**config.mk**
```make
export PLATFORM = sky130hd
export DESIGN_NAME = credit_gated_class_priority_queue_flat
export DESIGN_NICKNAME = d
export VERILOG_FILES = /design/src/design/cgcpq_pkg.sv /design/src/design/cgcpq_in_if.sv /design/src/design/cgcpq_out_if.sv /design/src/design/cgcpq_cell.sv /design/src/design/credit_gated_class_priority_queue.sv /design/src/flat_wrapper.sv
export SDC_FILE = /design/constraint.sdc
export NUM_CORES = 1
export LEC_CHECK = 0
export BUFFER_PORTS_ARGS = -buffer_cell sky130_fd_sc_hd__buf_2
export CAP_MARGIN = 20
export CORE_ASPECT_RATIO = 0.5
export CORE_UTILIZATION = 45
export CTS_BUF_LIST = sky130_fd_sc_hd__clkbuf_8
export CTS_CLUSTER_SIZE = 14
export DETAILED_ROUTE_END_ITERATION = 7
export PLACE_DENSITY = 0.71
export SLEW_MARGIN = 10
export SYNTH_ARGS = -nofsm -noshare
export SYNTH_HDL_FRONTEND = slang
export SYNTH_SLANG_ARGS = --single-unit
```
**constraint.sdc**
```tcl
create_clock -name i_clk -period 6.68 [get_ports i_clk]
set_clock_uncertainty 0.05 [all_clocks]
set_input_delay 0 -clock i_clk [delete_from_list [all_inputs] [get_ports i_clk]]
set_output_delay 0 -clock i_clk [all_outputs]
set_load 0.05 [all_outputs]
```
**src/design/cgcpq_pkg.sv**
```systemverilog
// cgcpq_pkg: shared types, codes and constants of the class priority queue
// no dependencies; compile first

package cgcpq_pkg;

    // fixed field widths
    localparam int ID_W   = 16;
    localparam int CLS_W  = 2;
    localparam int CNT_W  = 16;
    localparam int BUD_W  = 16;
    localparam int STAT_W = 3;

    // configuration port
    localparam int ADDR_W  = 5;
    localparam int DATA_W  = 32;
    localparam int IDX_W   = 3;
    localparam int NUM_COSTS = 4;

    // register indexes
    localparam logic [IDX_W-1:0] REG_INIT_BUDGET = 3'd0;
    localparam logic [IDX_W-1:0] REG_COST_ZERO   = 3'd1;
    localparam logic [IDX_W-1:0] REG_COST_ONE    = 3'd2;
    localparam logic [IDX_W-1:0] REG_COST_TWO    = 3'd3;
    localparam logic [IDX_W-1:0] REG_COST_THREE  = 3'd4;

    // register reset values
    localparam logic [BUD_W-1:0] INIT_BUDGET_RST = 16'd0;
    localparam logic [BUD_W-1:0] COST_ZERO_RST   = 16'd10;
    localparam logic [BUD_W-1:0] COST_ONE_RST    = 16'd100;
    localparam logic [BUD_W-1:0] COST_TWO_RST    = 16'd70;
    localparam logic [BUD_W-1:0] COST_THREE_RST  = 16'd50;

    // action codes
    localparam logic ACT_PUSH = 1'b0;
    localparam logic ACT_POP  = 1'b1;

    // result status codes
    typedef enum logic [STAT_W-1:0] {
        ST_PUSHED = 3'd0,
        ST_SERVED = 3'd1,
        ST_EMPTY  = 3'd2,
        ST_SHORT  = 3'd3,
        ST_FULL   = 3'd4
    } t_status;

    // sequencer states of the top level
    typedef enum logic {
        S_IDLE,
        S_OUT
    } t_state;

    // head candidate handed along the row of cells
    typedef struct packed {
        logic             valid;
        logic [ID_W-1:0]  id;
        logic [CLS_W-1:0] cls;
        logic [BUD_W-1:0] cost;
    } t_head;

    // command broadcast to every cell
    typedef struct packed {
        logic             push;
        logic             pop;
        logic [ID_W-1:0]  id;
        logic [CLS_W-1:0] cls;
    } t_cmd;

    // per-cell status back to the top level
    typedef struct packed {
        logic             push_done;
        logic [CNT_W-1:0] count;
    } t_cell_stat;

endpackage

```
**src/design/cgcpq_in_if.sv**
```systemverilog
// cgcpq_in_if: request channel of the class priority queue (valid/ready)
// depends on cgcpq_pkg

interface cgcpq_in_if;
    import cgcpq_pkg::*;

    logic             valid;
    logic             ready;
    logic             action;
    logic [ID_W-1:0]  entry_id;
    logic [CLS_W-1:0] entry_class;

    modport source (output valid, output action, output entry_id, output entry_class,
                    input ready);
    modport sink   (input valid, input action, input entry_id, input entry_class,
                    output ready);
endinterface

```
**src/design/cgcpq_out_if.sv**
```systemverilog
// cgcpq_out_if: result channel of the class priority queue (valid/ready)
// depends on cgcpq_pkg

interface cgcpq_out_if;
    import cgcpq_pkg::*;

    logic              valid;
    logic              ready;
    logic [STAT_W-1:0] status;
    logic [ID_W-1:0]   served_id;
    logic [BUD_W-1:0]  served_amount;
    logic              head_valid;
    logic [ID_W-1:0]   head_id;
    logic [CLS_W-1:0]  head_class;
    logic [BUD_W-1:0]  budget_left;
    logic [CNT_W-1:0]  served_count_zero;
    logic [CNT_W-1:0]  served_count_one;
    logic [CNT_W-1:0]  served_count_two;
    logic [CNT_W-1:0]  served_count_three;

    modport source (output valid, output status, output served_id, output served_amount,
                    output head_valid, output head_id, output head_class,
                    output budget_left, output served_count_zero, output served_count_one,
                    output served_count_two, output served_count_three,
                    input ready);
    modport sink   (input valid, input status, input served_id, input served_amount,
                    input head_valid, input head_id, input head_class,
                    input budget_left, input served_count_zero, input served_count_one,
                    input served_count_two, input served_count_three,
                    output ready);
endinterface

```
**src/design/cgcpq_cell.sv**
```systemverilog
// cgcpq_cell: one class of the queue: fifo memory, pointers, fill and service count
// depends on cgcpq_pkg; a row of these cells forms the head search chain

module cgcpq_cell #(
    parameter int CLASS_DEPTH = 16,
    parameter int CELL_IDX    = 0
) (
    input  logic                   i_clk,
    input  logic                   i_rst_n,
    input  cgcpq_pkg::t_cmd        i_cmd,
    input  logic [15:0]            i_cost,
    input  cgcpq_pkg::t_head       i_head,
    output cgcpq_pkg::t_head       o_head,
    output cgcpq_pkg::t_cell_stat  o_stat
);
    import cgcpq_pkg::*;

    localparam int PTR_W  = (CLASS_DEPTH > 1) ? $clog2(CLASS_DEPTH) : 1;
    localparam int FILL_W = $clog2(CLASS_DEPTH + 1);
    localparam logic [PTR_W-1:0]  PTR_LAST  = PTR_W'(CLASS_DEPTH - 1);
    localparam logic [FILL_W-1:0] FILL_MAX  = FILL_W'(CLASS_DEPTH);
    localparam logic [CLS_W-1:0]  MY_CLS    = CLS_W'(CELL_IDX);
    localparam bit                REACHABLE = CELL_IDX < (1 << CLS_W);

    logic [PTR_W-1:0]  r_rd_ptr, n_rd_ptr;
    logic [PTR_W-1:0]  r_wr_ptr, n_wr_ptr;
    logic [FILL_W-1:0] r_fill, n_fill;
    logic [CNT_W-1:0]  r_count, n_count;
    logic [ID_W-1:0]   r_mem [CLASS_DEPTH];
    logic [ID_W-1:0]   r_rd_data;

    logic is_head;
    logic push_en;
    logic pop_en;

    // this cell owns the head when it holds an entry and no lower class does
    assign is_head = (r_fill != '0) && !i_head.valid;
    assign push_en = i_cmd.push && REACHABLE && (i_cmd.cls == MY_CLS) && (r_fill != FILL_MAX);
    assign pop_en  = i_cmd.pop && is_head;

    // pointer, fill and saturating count updates
    always_comb begin
        n_rd_ptr = r_rd_ptr;
        n_wr_ptr = r_wr_ptr;
        n_fill   = r_fill;
        n_count  = r_count;
        if (push_en) begin
            n_wr_ptr = (r_wr_ptr == PTR_LAST) ? '0 : r_wr_ptr + 1'b1;
            n_fill   = r_fill + 1'b1;
        end
        if (pop_en) begin
            n_rd_ptr = (r_rd_ptr == PTR_LAST) ? '0 : r_rd_ptr + 1'b1;
            n_fill   = r_fill - 1'b1;
            if (r_count != '1) begin
                n_count = r_count + 1'b1;
            end
        end
    end

    always_ff @(posedge i_clk) begin
        if (!i_rst_n) begin
            r_rd_ptr <= '0;
            r_wr_ptr <= '0;
            r_fill   <= '0;
            r_count  <= '0;
        end else begin
            r_rd_ptr <= n_rd_ptr;
            r_wr_ptr <= n_wr_ptr;
            r_fill   <= n_fill;
            r_count  <= n_count;
        end
    end

    // fifo memory, read at the next read pointer with write bypass
    always_ff @(posedge i_clk) begin
        if (push_en) begin
            r_mem[r_wr_ptr] <= i_cmd.id;
        end
        if (push_en && (r_wr_ptr == n_rd_ptr)) begin
            r_rd_data <= i_cmd.id;
        end else begin
            r_rd_data <= r_mem[n_rd_ptr];
        end
    end

    // hand the head candidate on to the next cell
    always_comb begin
        if (is_head) begin
            o_head.valid = 1'b1;
            o_head.id    = r_rd_data;
            o_head.cls   = MY_CLS;
            o_head.cost  = i_cost;
        end else begin
            o_head = i_head;
        end
    end

    assign o_stat.push_done = push_en;
    assign o_stat.count     = r_count;

endmodule

```
**src/design/credit_gated_class_priority_queue.sv**
```systemverilog
// credit_gated_class_priority_queue: top level of the class priority queue
// depends on cgcpq_pkg, cgcpq_in_if, cgcpq_out_if and cgcpq_cell
//
// Usage
// - request channel i_in (valid/ready): action 0 pushes entry_id into class
//   entry_class, action 1 pops the head (oldest entry of the lowest non-empty
//   class) if the budget covers that class's cost
// - result channel o_out (valid/ready): one result item per request with
//   status, served entry, head after the step, budget and service counts
// - APB port: register 0 loads the budget, registers 1..4 set class costs
// Timing
// - one request at a time: the accept cycle updates a cell and its fifo memory,
//   state S_OUT then reads the new head through the row of cells into the output
//   register; the registered fifo memory read makes the S_OUT step necessary
// - result valid once S_OUT has loaded the output register, which it does when
//   that register is empty or its waiting result is being taken
// - the next request is taken while a result still waits in the output
//   register; a stalled receiver holds the block after that request
// Reset
// - clears all classes, the counts and the budget; costs return to defaults

module credit_gated_class_priority_queue #(
    parameter int CLASS_DEPTH = 16,
    parameter int NUM_CLASSES = 4
) (
    input  logic                           i_clk,
    input  logic                           i_rst_n,
    cgcpq_in_if.sink                       i_in,
    cgcpq_out_if.source                    o_out,
    input  logic                           psel,
    input  logic                           penable,
    input  logic                           pwrite,
    input  logic [cgcpq_pkg::ADDR_W-1:0]   paddr,
    input  logic [cgcpq_pkg::DATA_W-1:0]   pwdata,
    output logic [cgcpq_pkg::DATA_W-1:0]   prdata,
    output logic                           pready
);
    import cgcpq_pkg::*;

    // configuration registers
    logic [BUD_W-1:0] r_init_budget;
    logic [BUD_W-1:0] r_cost [NUM_COSTS];
    logic [BUD_W-1:0] r_budget;
    logic [IDX_W-1:0] cfg_idx;
    logic             cfg_wr;

    // sequencer and result
    t_state           r_state, n_state;
    logic             load_out;
    logic             in_acc;
    t_status          status;
    t_status          r_status;
    logic [ID_W-1:0]  r_served_id;
    logic [BUD_W-1:0] r_served_amount;
    logic             r_out_valid;

    // cell row
    t_cmd             cmd;
    t_head            w_head [NUM_CLASSES+1];
    t_cell_stat       w_stat [NUM_CLASSES];
    logic [BUD_W-1:0] w_cost [NUM_CLASSES];
    logic [CNT_W-1:0] w_cnt  [NUM_COSTS];
    t_head            tail;
    logic             push_ok;
    logic             budget_ok;

    // apb access
    assign pready  = 1'b1;
    assign cfg_idx = paddr[ADDR_W-1:2];
    assign cfg_wr  = psel && penable && pwrite;

    always_ff @(posedge i_clk) begin
        if (!i_rst_n) begin
            r_init_budget <= INIT_BUDGET_RST;
            r_cost[0]     <= COST_ZERO_RST;
            r_cost[1]     <= COST_ONE_RST;
            r_cost[2]     <= COST_TWO_RST;
            r_cost[3]     <= COST_THREE_RST;
        end else if (cfg_wr) begin
            unique case (cfg_idx)
                REG_INIT_BUDGET: r_init_budget <= pwdata[BUD_W-1:0];
                REG_COST_ZERO:   r_cost[0]     <= pwdata[BUD_W-1:0];
                REG_COST_ONE:    r_cost[1]     <= pwdata[BUD_W-1:0];
                REG_COST_TWO:    r_cost[2]     <= pwdata[BUD_W-1:0];
                REG_COST_THREE:  r_cost[3]     <= pwdata[BUD_W-1:0];
                default: ;
            endcase
        end
    end

    always_comb begin
        unique case (cfg_idx)
            REG_INIT_BUDGET: prdata = DATA_W'(r_init_budget);
            REG_COST_ZERO:   prdata = DATA_W'(r_cost[0]);
            REG_COST_ONE:    prdata = DATA_W'(r_cost[1]);
            REG_COST_TWO:    prdata = DATA_W'(r_cost[2]);
            REG_COST_THREE:  prdata = DATA_W'(r_cost[3]);
            default:         prdata = '0;
        endcase
    end

    // row of class cells, head search runs from class zero upward
    assign w_head[0] = '0;

    for (genvar g = 0; g < NUM_CLASSES; g++) begin : g_cell
        if (g < NUM_COSTS) begin : g_cost
            assign w_cost[g] = r_cost[g];
        end else begin : g_nocost
            assign w_cost[g] = '0;
        end

        cgcpq_cell #(
            .CLASS_DEPTH (CLASS_DEPTH),
            .CELL_IDX    (g)
        ) u_cell (
            .i_clk   (i_clk),
            .i_rst_n (i_rst_n),
            .i_cmd   (cmd),
            .i_cost  (w_cost[g]),
            .i_head  (w_head[g]),
            .o_head  (w_head[g+1]),
            .o_stat  (w_stat[g])
        );
    end

    for (genvar c = 0; c < NUM_COSTS; c++) begin : g_cnt
        if (c < NUM_CLASSES) begin : g_used
            assign w_cnt[c] = w_stat[c].count;
        end else begin : g_unused
            assign w_cnt[c] = '0;
        end
    end

    assign tail      = w_head[NUM_CLASSES];
    assign budget_ok = r_budget >= tail.cost;

    always_comb begin
        push_ok = 1'b0;
        for (int k = 0; k < NUM_CLASSES; k++) begin
            push_ok = push_ok | w_stat[k].push_done;
        end
    end

    // request decode
    assign i_in.ready = (r_state == S_IDLE);
    assign in_acc     = i_in.valid && (r_state == S_IDLE);

    assign cmd.push = in_acc && (i_in.action == ACT_PUSH);
    assign cmd.pop  = in_acc && (i_in.action == ACT_POP) && tail.valid && budget_ok;
    assign cmd.id   = i_in.entry_id;
    assign cmd.cls  = i_in.entry_class;

    always_comb begin
        priority if (i_in.action == ACT_PUSH) begin
            status = push_ok ? ST_PUSHED : ST_FULL;
        end else if (!tail.valid) begin
            status = ST_EMPTY;
        end else if (!budget_ok) begin
            status = ST_SHORT;
        end else begin
            status = ST_SERVED;
        end
    end

    // budget: loaded by register write, debited on service
    always_ff @(posedge i_clk) begin
        if (!i_rst_n) begin
            r_budget <= INIT_BUDGET_RST;
        end else if (cfg_wr && (cfg_idx == REG_INIT_BUDGET)) begin
            r_budget <= pwdata[BUD_W-1:0];
        end else if (cmd.pop) begin
            r_budget <= r_budget - tail.cost;
        end
    end

    // outcome of the accepted item
    always_ff @(posedge i_clk) begin
        if (in_acc) begin
            r_status        <= status;
            r_served_id     <= cmd.pop ? tail.id : '0;
            r_served_amount <= cmd.pop ? tail.cost : '0;
        end
    end

    // sequencer
    always_comb begin
        n_state  = r_state;
        load_out = 1'b0;
        unique case (r_state)
            S_IDLE: begin
                if (in_acc) begin
                    n_state = S_OUT;
                end
            end
            S_OUT: begin
                if (!r_out_valid || o_out.ready) begin
                    load_out = 1'b1;
                    n_state  = S_IDLE;
                end
            end
            default: n_state = S_IDLE;
        endcase
    end

    always_ff @(posedge i_clk) begin
        if (!i_rst_n) begin
            r_state     <= S_IDLE;
            r_out_valid <= 1'b0;
        end else begin
            r_state <= n_state;
            if (load_out) begin
                r_out_valid <= 1'b1;
            end else if (o_out.ready) begin
                r_out_valid <= 1'b0;
            end
        end
    end

    // output register, head taken after the cells have settled
    always_ff @(posedge i_clk) begin
        if (load_out) begin
            o_out.status             <= r_status;
            o_out.served_id          <= r_served_id;
            o_out.served_amount      <= r_served_amount;
            o_out.head_valid         <= tail.valid;
            o_out.head_id            <= tail.id;
            o_out.head_class         <= tail.cls;
            o_out.budget_left        <= r_budget;
            o_out.served_count_zero  <= w_cnt[0];
            o_out.served_count_one   <= w_cnt[1];
            o_out.served_count_two   <= w_cnt[2];
            o_out.served_count_three <= w_cnt[3];
        end
    end

    assign o_out.valid = r_out_valid;

endmodule

```
**src/flat_wrapper.sv**
```systemverilog
// flat-port wrapper written by rule: the top's interface ports become plain ports
module credit_gated_class_priority_queue_flat import cgcpq_pkg::*;
#(
    parameter int CLASS_DEPTH = 16,
    parameter int NUM_CLASSES = 4
)
  (i_clk, i_rst_n, psel, penable, pwrite, paddr, pwdata, prdata, pready, i_in_valid, i_in_action, i_in_entry_id, i_in_entry_class, i_in_ready, o_out_valid, o_out_status, o_out_served_id, o_out_served_amount, o_out_head_valid, o_out_head_id, o_out_head_class, o_out_budget_left, o_out_served_count_zero, o_out_served_count_one, o_out_served_count_two, o_out_served_count_three, o_out_ready);
  cgcpq_in_if i_in_i ();
  cgcpq_out_if o_out_i ();
  input  logic i_clk;
  input  logic i_rst_n;
  input  logic psel;
  input  logic penable;
  input  logic pwrite;
  input  logic [cgcpq_pkg::ADDR_W-1:0] paddr;
  input  logic [cgcpq_pkg::DATA_W-1:0] pwdata;
  output logic [cgcpq_pkg::DATA_W-1:0] prdata;
  output logic pready;
  input wire logic [$bits(i_in_i.valid)-1:0] i_in_valid;
  input wire logic [$bits(i_in_i.action)-1:0] i_in_action;
  input wire logic [$bits(i_in_i.entry_id)-1:0] i_in_entry_id;
  input wire logic [$bits(i_in_i.entry_class)-1:0] i_in_entry_class;
  output wire logic [$bits(i_in_i.ready)-1:0] i_in_ready;
  output wire logic [$bits(o_out_i.valid)-1:0] o_out_valid;
  output wire logic [$bits(o_out_i.status)-1:0] o_out_status;
  output wire logic [$bits(o_out_i.served_id)-1:0] o_out_served_id;
  output wire logic [$bits(o_out_i.served_amount)-1:0] o_out_served_amount;
  output wire logic [$bits(o_out_i.head_valid)-1:0] o_out_head_valid;
  output wire logic [$bits(o_out_i.head_id)-1:0] o_out_head_id;
  output wire logic [$bits(o_out_i.head_class)-1:0] o_out_head_class;
  output wire logic [$bits(o_out_i.budget_left)-1:0] o_out_budget_left;
  output wire logic [$bits(o_out_i.served_count_zero)-1:0] o_out_served_count_zero;
  output wire logic [$bits(o_out_i.served_count_one)-1:0] o_out_served_count_one;
  output wire logic [$bits(o_out_i.served_count_two)-1:0] o_out_served_count_two;
  output wire logic [$bits(o_out_i.served_count_three)-1:0] o_out_served_count_three;
  input wire logic [$bits(o_out_i.ready)-1:0] o_out_ready;
  assign i_in_i.valid = i_in_valid;
  assign i_in_i.action = i_in_action;
  assign i_in_i.entry_id = i_in_entry_id;
  assign i_in_i.entry_class = i_in_entry_class;
  assign i_in_ready = i_in_i.ready;
  assign o_out_valid = o_out_i.valid;
  assign o_out_status = o_out_i.status;
  assign o_out_served_id = o_out_i.served_id;
  assign o_out_served_amount = o_out_i.served_amount;
  assign o_out_head_valid = o_out_i.head_valid;
  assign o_out_head_id = o_out_i.head_id;
  assign o_out_head_class = o_out_i.head_class;
  assign o_out_budget_left = o_out_i.budget_left;
  assign o_out_served_count_zero = o_out_i.served_count_zero;
  assign o_out_served_count_one = o_out_i.served_count_one;
  assign o_out_served_count_two = o_out_i.served_count_two;
  assign o_out_served_count_three = o_out_i.served_count_three;
  assign o_out_i.ready = o_out_ready;
  credit_gated_class_priority_queue #(.CLASS_DEPTH(CLASS_DEPTH), .NUM_CLASSES(NUM_CLASSES)) u_core (.i_clk(i_clk), .i_rst_n(i_rst_n), .i_in(i_in_i), .o_out(o_out_i), .psel(psel), .penable(penable), .pwrite(pwrite), .paddr(paddr), .pwdata(pwdata), .prdata(prdata), .pready(pready));
endmodule
```
==> impl_metrics.py <==
metrics = {
    "cells_and_area": {
        "nets": 3720,
        "syn2layout_area_growth_pct": 14.8,
        "drive_gt1_share_pct": 24.6,
        "design_area_mm2": 0.0650,
        "layout_commonest_cell": "edfxtp_1",
        "fin_cells": 5442,
        "final_cell_mix": "edfxtp_1 (1,257), mux4_2 (304), clkbuf_8 (221)",
    },
    "pwr": {
        "total_leakage_power_nw": 21.5,
        "powerDensity_mw_per_mm2": 270,
        "max-vdd-ir-drop_v": 0.000195,
    },
    "sta": {
        "finalHoldViolations": 0,
        "maxSlewViolCount": 0,
        "relSlewSlack_pct": 26.9,
        "tns_ps": 0,
        "period_minus_slack_ps": 6100,
        "post-route-period-util_pct": 91.3,
        "setup_viol": 0,
        "worst_pin_slew_ps": 1090,
        "rsz0062_at_grt": "false",
        "max_freq_ghz": 0.164,
        "hold_ws_ps": 71.5,
    },
    "hold_path": {
        "hold_path_end": "u_core.r_budget[14]",
        "hold_class": "input port to register",
        "hold_depth": 4,
        "hp-start": "pwdata[14]",
    },
    "synth": {
        "yosys-top-cells-area": "edfxtp_1 (67%), mux4_2 (12%), dfxtp_1 (5.9%), and2_1 (1.7%), nand2_1 (1.3%)",
        "synthArstFlopShare_pct": 0,
        "synth_top_area_cell": "edfxtp_1",
        "synth_edf_count": 1257,
        "syn_inst": 3175,
        "ys_seq_elements": 1423,
        "synth_top_flop_cell": "edfxtp_1",
        "yosysWarningCount": 0,
        "synth_seq_area_share_pct": 72.5,
        "syn_area_per_cell_um2": 17.8,
        "synthDistinctLibCells": 66,
        "syn_area_mm2": 0.0566,
        "synth_top_area_share_pct": 66.7,
    },
    "die": {
        "core_mm2": 0.124,
        "die-width_um": 504,
        "rows": 91,
        "dieArea_mm2": 0.127,
        "io_pins": 232,
        "initial_core_util_pct": 45.7,
        "die_h_um": 253,
    },
    "worst_setup_path": {
        "r2r-start": "u_core.g_cell[2].u_cell.r_fill[0]",
        "regToRegEndpoint": "u_core.g_cell[0].u_cell.r_fill[4]",
        "critical_path.max_fanout": 21,
        "cp_data_arrival_time_ps": 6810,
        "cp.required_ps": 7390,
        "crit_type": "register to register",
        "startpoint_type": "register",
        "cp-end-kind": "register",
        "crit_start": "u_core.g_cell[2].u_cell.r_fill[0]",
        "rrSetupSlack_ps": 580,
        "worst_r2r_path_depth": 20,
    },
    "clock_tree": {
        "clk_pin_slew_worst_paths_ps": 70,
        "cts-buffers-inserted": 198,
        "cts.sinks": 1423,
        "cts_resized": 0,
        "cts-root-buf": "clkbuf_8",
        "htree_levels": 4,
        "clk_latency_ps": 900,
        "cts_tree": "done",
        "clockBufferDepth": 3,
    },
    "grt": {
        "grt_max_degree": 97,
        "antenna_found_initial": 1,
        "globalRouteOverflowTotal": 0,
        "grt_pass1_wl_um": 195000,
        "grt_pass1_vias": 31343,
        "track_usage_pct": 20.7,
    },
    "routing": {
        "ant_nets": 0,
        "drt_first_pass_iters": 6,
        "viasPerCell": 5.68,
        "avgRoutedWirePerCell_um": 24.2,
        "drt_iter0_markers": 2850,
        "drc_errors": 0,
        "vias": 30917,
        "routed_wl_um": 131000,
    },
    "place": {
        "port_buffers": 196,
        "placed_area_mm2": 0.0600,
        "gp_congestion": 0.891,
        "dp_hpwl_um": 78500,
        "dp.cells": 4975,
    },
    "run_status": {
        "status": "complete, no violations",
    },
    "flow_run": {
        "drv_cap": 0,
    },
}
synthesized netlist by cell type (all sizes together), types with 6 or more instances:
| master | count |
|---|---|
| ha | 50 |
| nand2 | 194 |
| mux2i | 50 |
| or3 | 11 |
| edfxtp | 1257 |
| a211oi | 9 |
| a221oi | 15 |
| xnor2 | 44 |
| xor2 | 39 |
| dfxtp | 166 |
| and3 | 13 |
| mux4 | 304 |
| or4 | 6 |
| nor4 | 18 |
| o211ai | 20 |
| nor2 | 119 |
| o22ai | 17 |
| a21o | 10 |
| nor2b | 18 |
| clkbuf | 114 |
| buf | 65 |
| o21ai | 52 |
| a21boi | 25 |
| inv | 31 |
| nand3 | 76 |
| nor3 | 43 |
| nand4 | 26 |
| mux2 | 22 |
| a21oi | 72 |
| a31oi | 13 |
| a22oi | 33 |
| and2 | 156 |
| nand2b | 29 |
worst max path at each step:
stage,end,slack (ps),cells past startpoint
global placement,u_core.g_cell[1].u_cell.r_fill[4],740,20
floorplan,u_core.g_cell[1].u_cell.r_fill[4],1510,21
global route,u_core.g_cell[1].u_cell.r_fill[4],140,18
CTS,u_core.g_cell[1].u_cell.r_fill[4],590,18
detailed placement,u_core.g_cell[1].u_cell.r_fill[4],600,18
finish,u_core.g_cell[0].u_cell.r_fill[4],580,20
routing by layer:
layer / part of all wire [%] / vias up / track usage (%)
li1: - / 13422 / -
met1: 41 / 16026 / 28.1
met2: 49 / 1273 / 33.7
met3: 7.3 / 196 / 4.09
met4: 2.6 / 0 / 7.00
met5: 0 / - / 0
final cells by class:
class | instances | area [µm²]
sequential | 1423 | 41100
timing repair buffer | 392 | 2960
tap | 1674 | 2090
antenna | 1 | 2.50
inverter | 32 | 120
clock buffer | 221 | 3040
clock inverter | 143 | 708
fill | 9577 | 59000
multi-input combinational | 1556 | 15000
registers in the layout, indices dropped and copies added (netlist names), 20 cells and up, named ones only:
register                      count
u_core.g_cell.u_cell.r_fill      20
u_core.g_cell.u_cell.r_mem     1024
u_core.r_cost                    64
u_core.g_cell.u_cell.r_count     64
critical path, stage by stage, from the launching register on:
cell	delay (ps)
dfxtp_1	350
or3_1	420
or3_1	320
buf_4	230
nor4_4	820
buf_4	250
a221o_1	210
ha_1	210
fa_1	200
nand2b_1	160
a211oi_1	120
o21ai_0	740
a21oi_1	300
nand2_1	230
inv_2	150
ha_1	350
nor2b_1	140
o21ai_0	150
nand2b_1	110
and2_1	180
o311a_1	330
where the power goes:
part           leakage [nW]  internal, mW  total [mW]  switching, mW
clock                  2.27          3.15        6.38           3.23
sequential             12.8          9.78        9.85         0.0662
combinational          6.43         0.420        1.33          0.908
repair_timing:
action / 4_1_cts / 5_1_grt
buffers inserted: 0 / 0
endpoints found under the setup margin: 0 / 0
hold buffers: 79 / 0
hold endpoints to repair: 1401 / 0
kinds of logic (layout without fill, tap and decap cells):
kind of cell / after synthesis / in the layout / share of synthesized area [%]
flip-flops: 1423 / 1423 / 72.5
AND/OR/NAND/NOR: 727 / 727 / 6.48
multiplexers: 376 / 376 / 13.4
AO/OA/AOI/OAI: 299 / 299 / 3.49
buffers and inverters: 211 / 788 / 1.54
XOR/XNOR: 83 / 83 / 1.28
adder cells (fa/ha/maj): 54 / 54 / 1.25
other: 2 / 18 / 0.0133
metrics by stage:
step / utilization, % / setup slack, ps / power [mW]
6_report: 52.4 / 578 / 17.6
4_1_cts: 52.0 / 594 / 17.6
2_1_floorplan: - / 1510 / 10.9
5_1_grt: 52.4 / 138 / 18.1
3_5_place_dp: 48.4 / 601 / 11.3
3_3_place_gp: 48.3 / 740 / 11.3
Note: power is estimated with default switching activity, not from simulation.
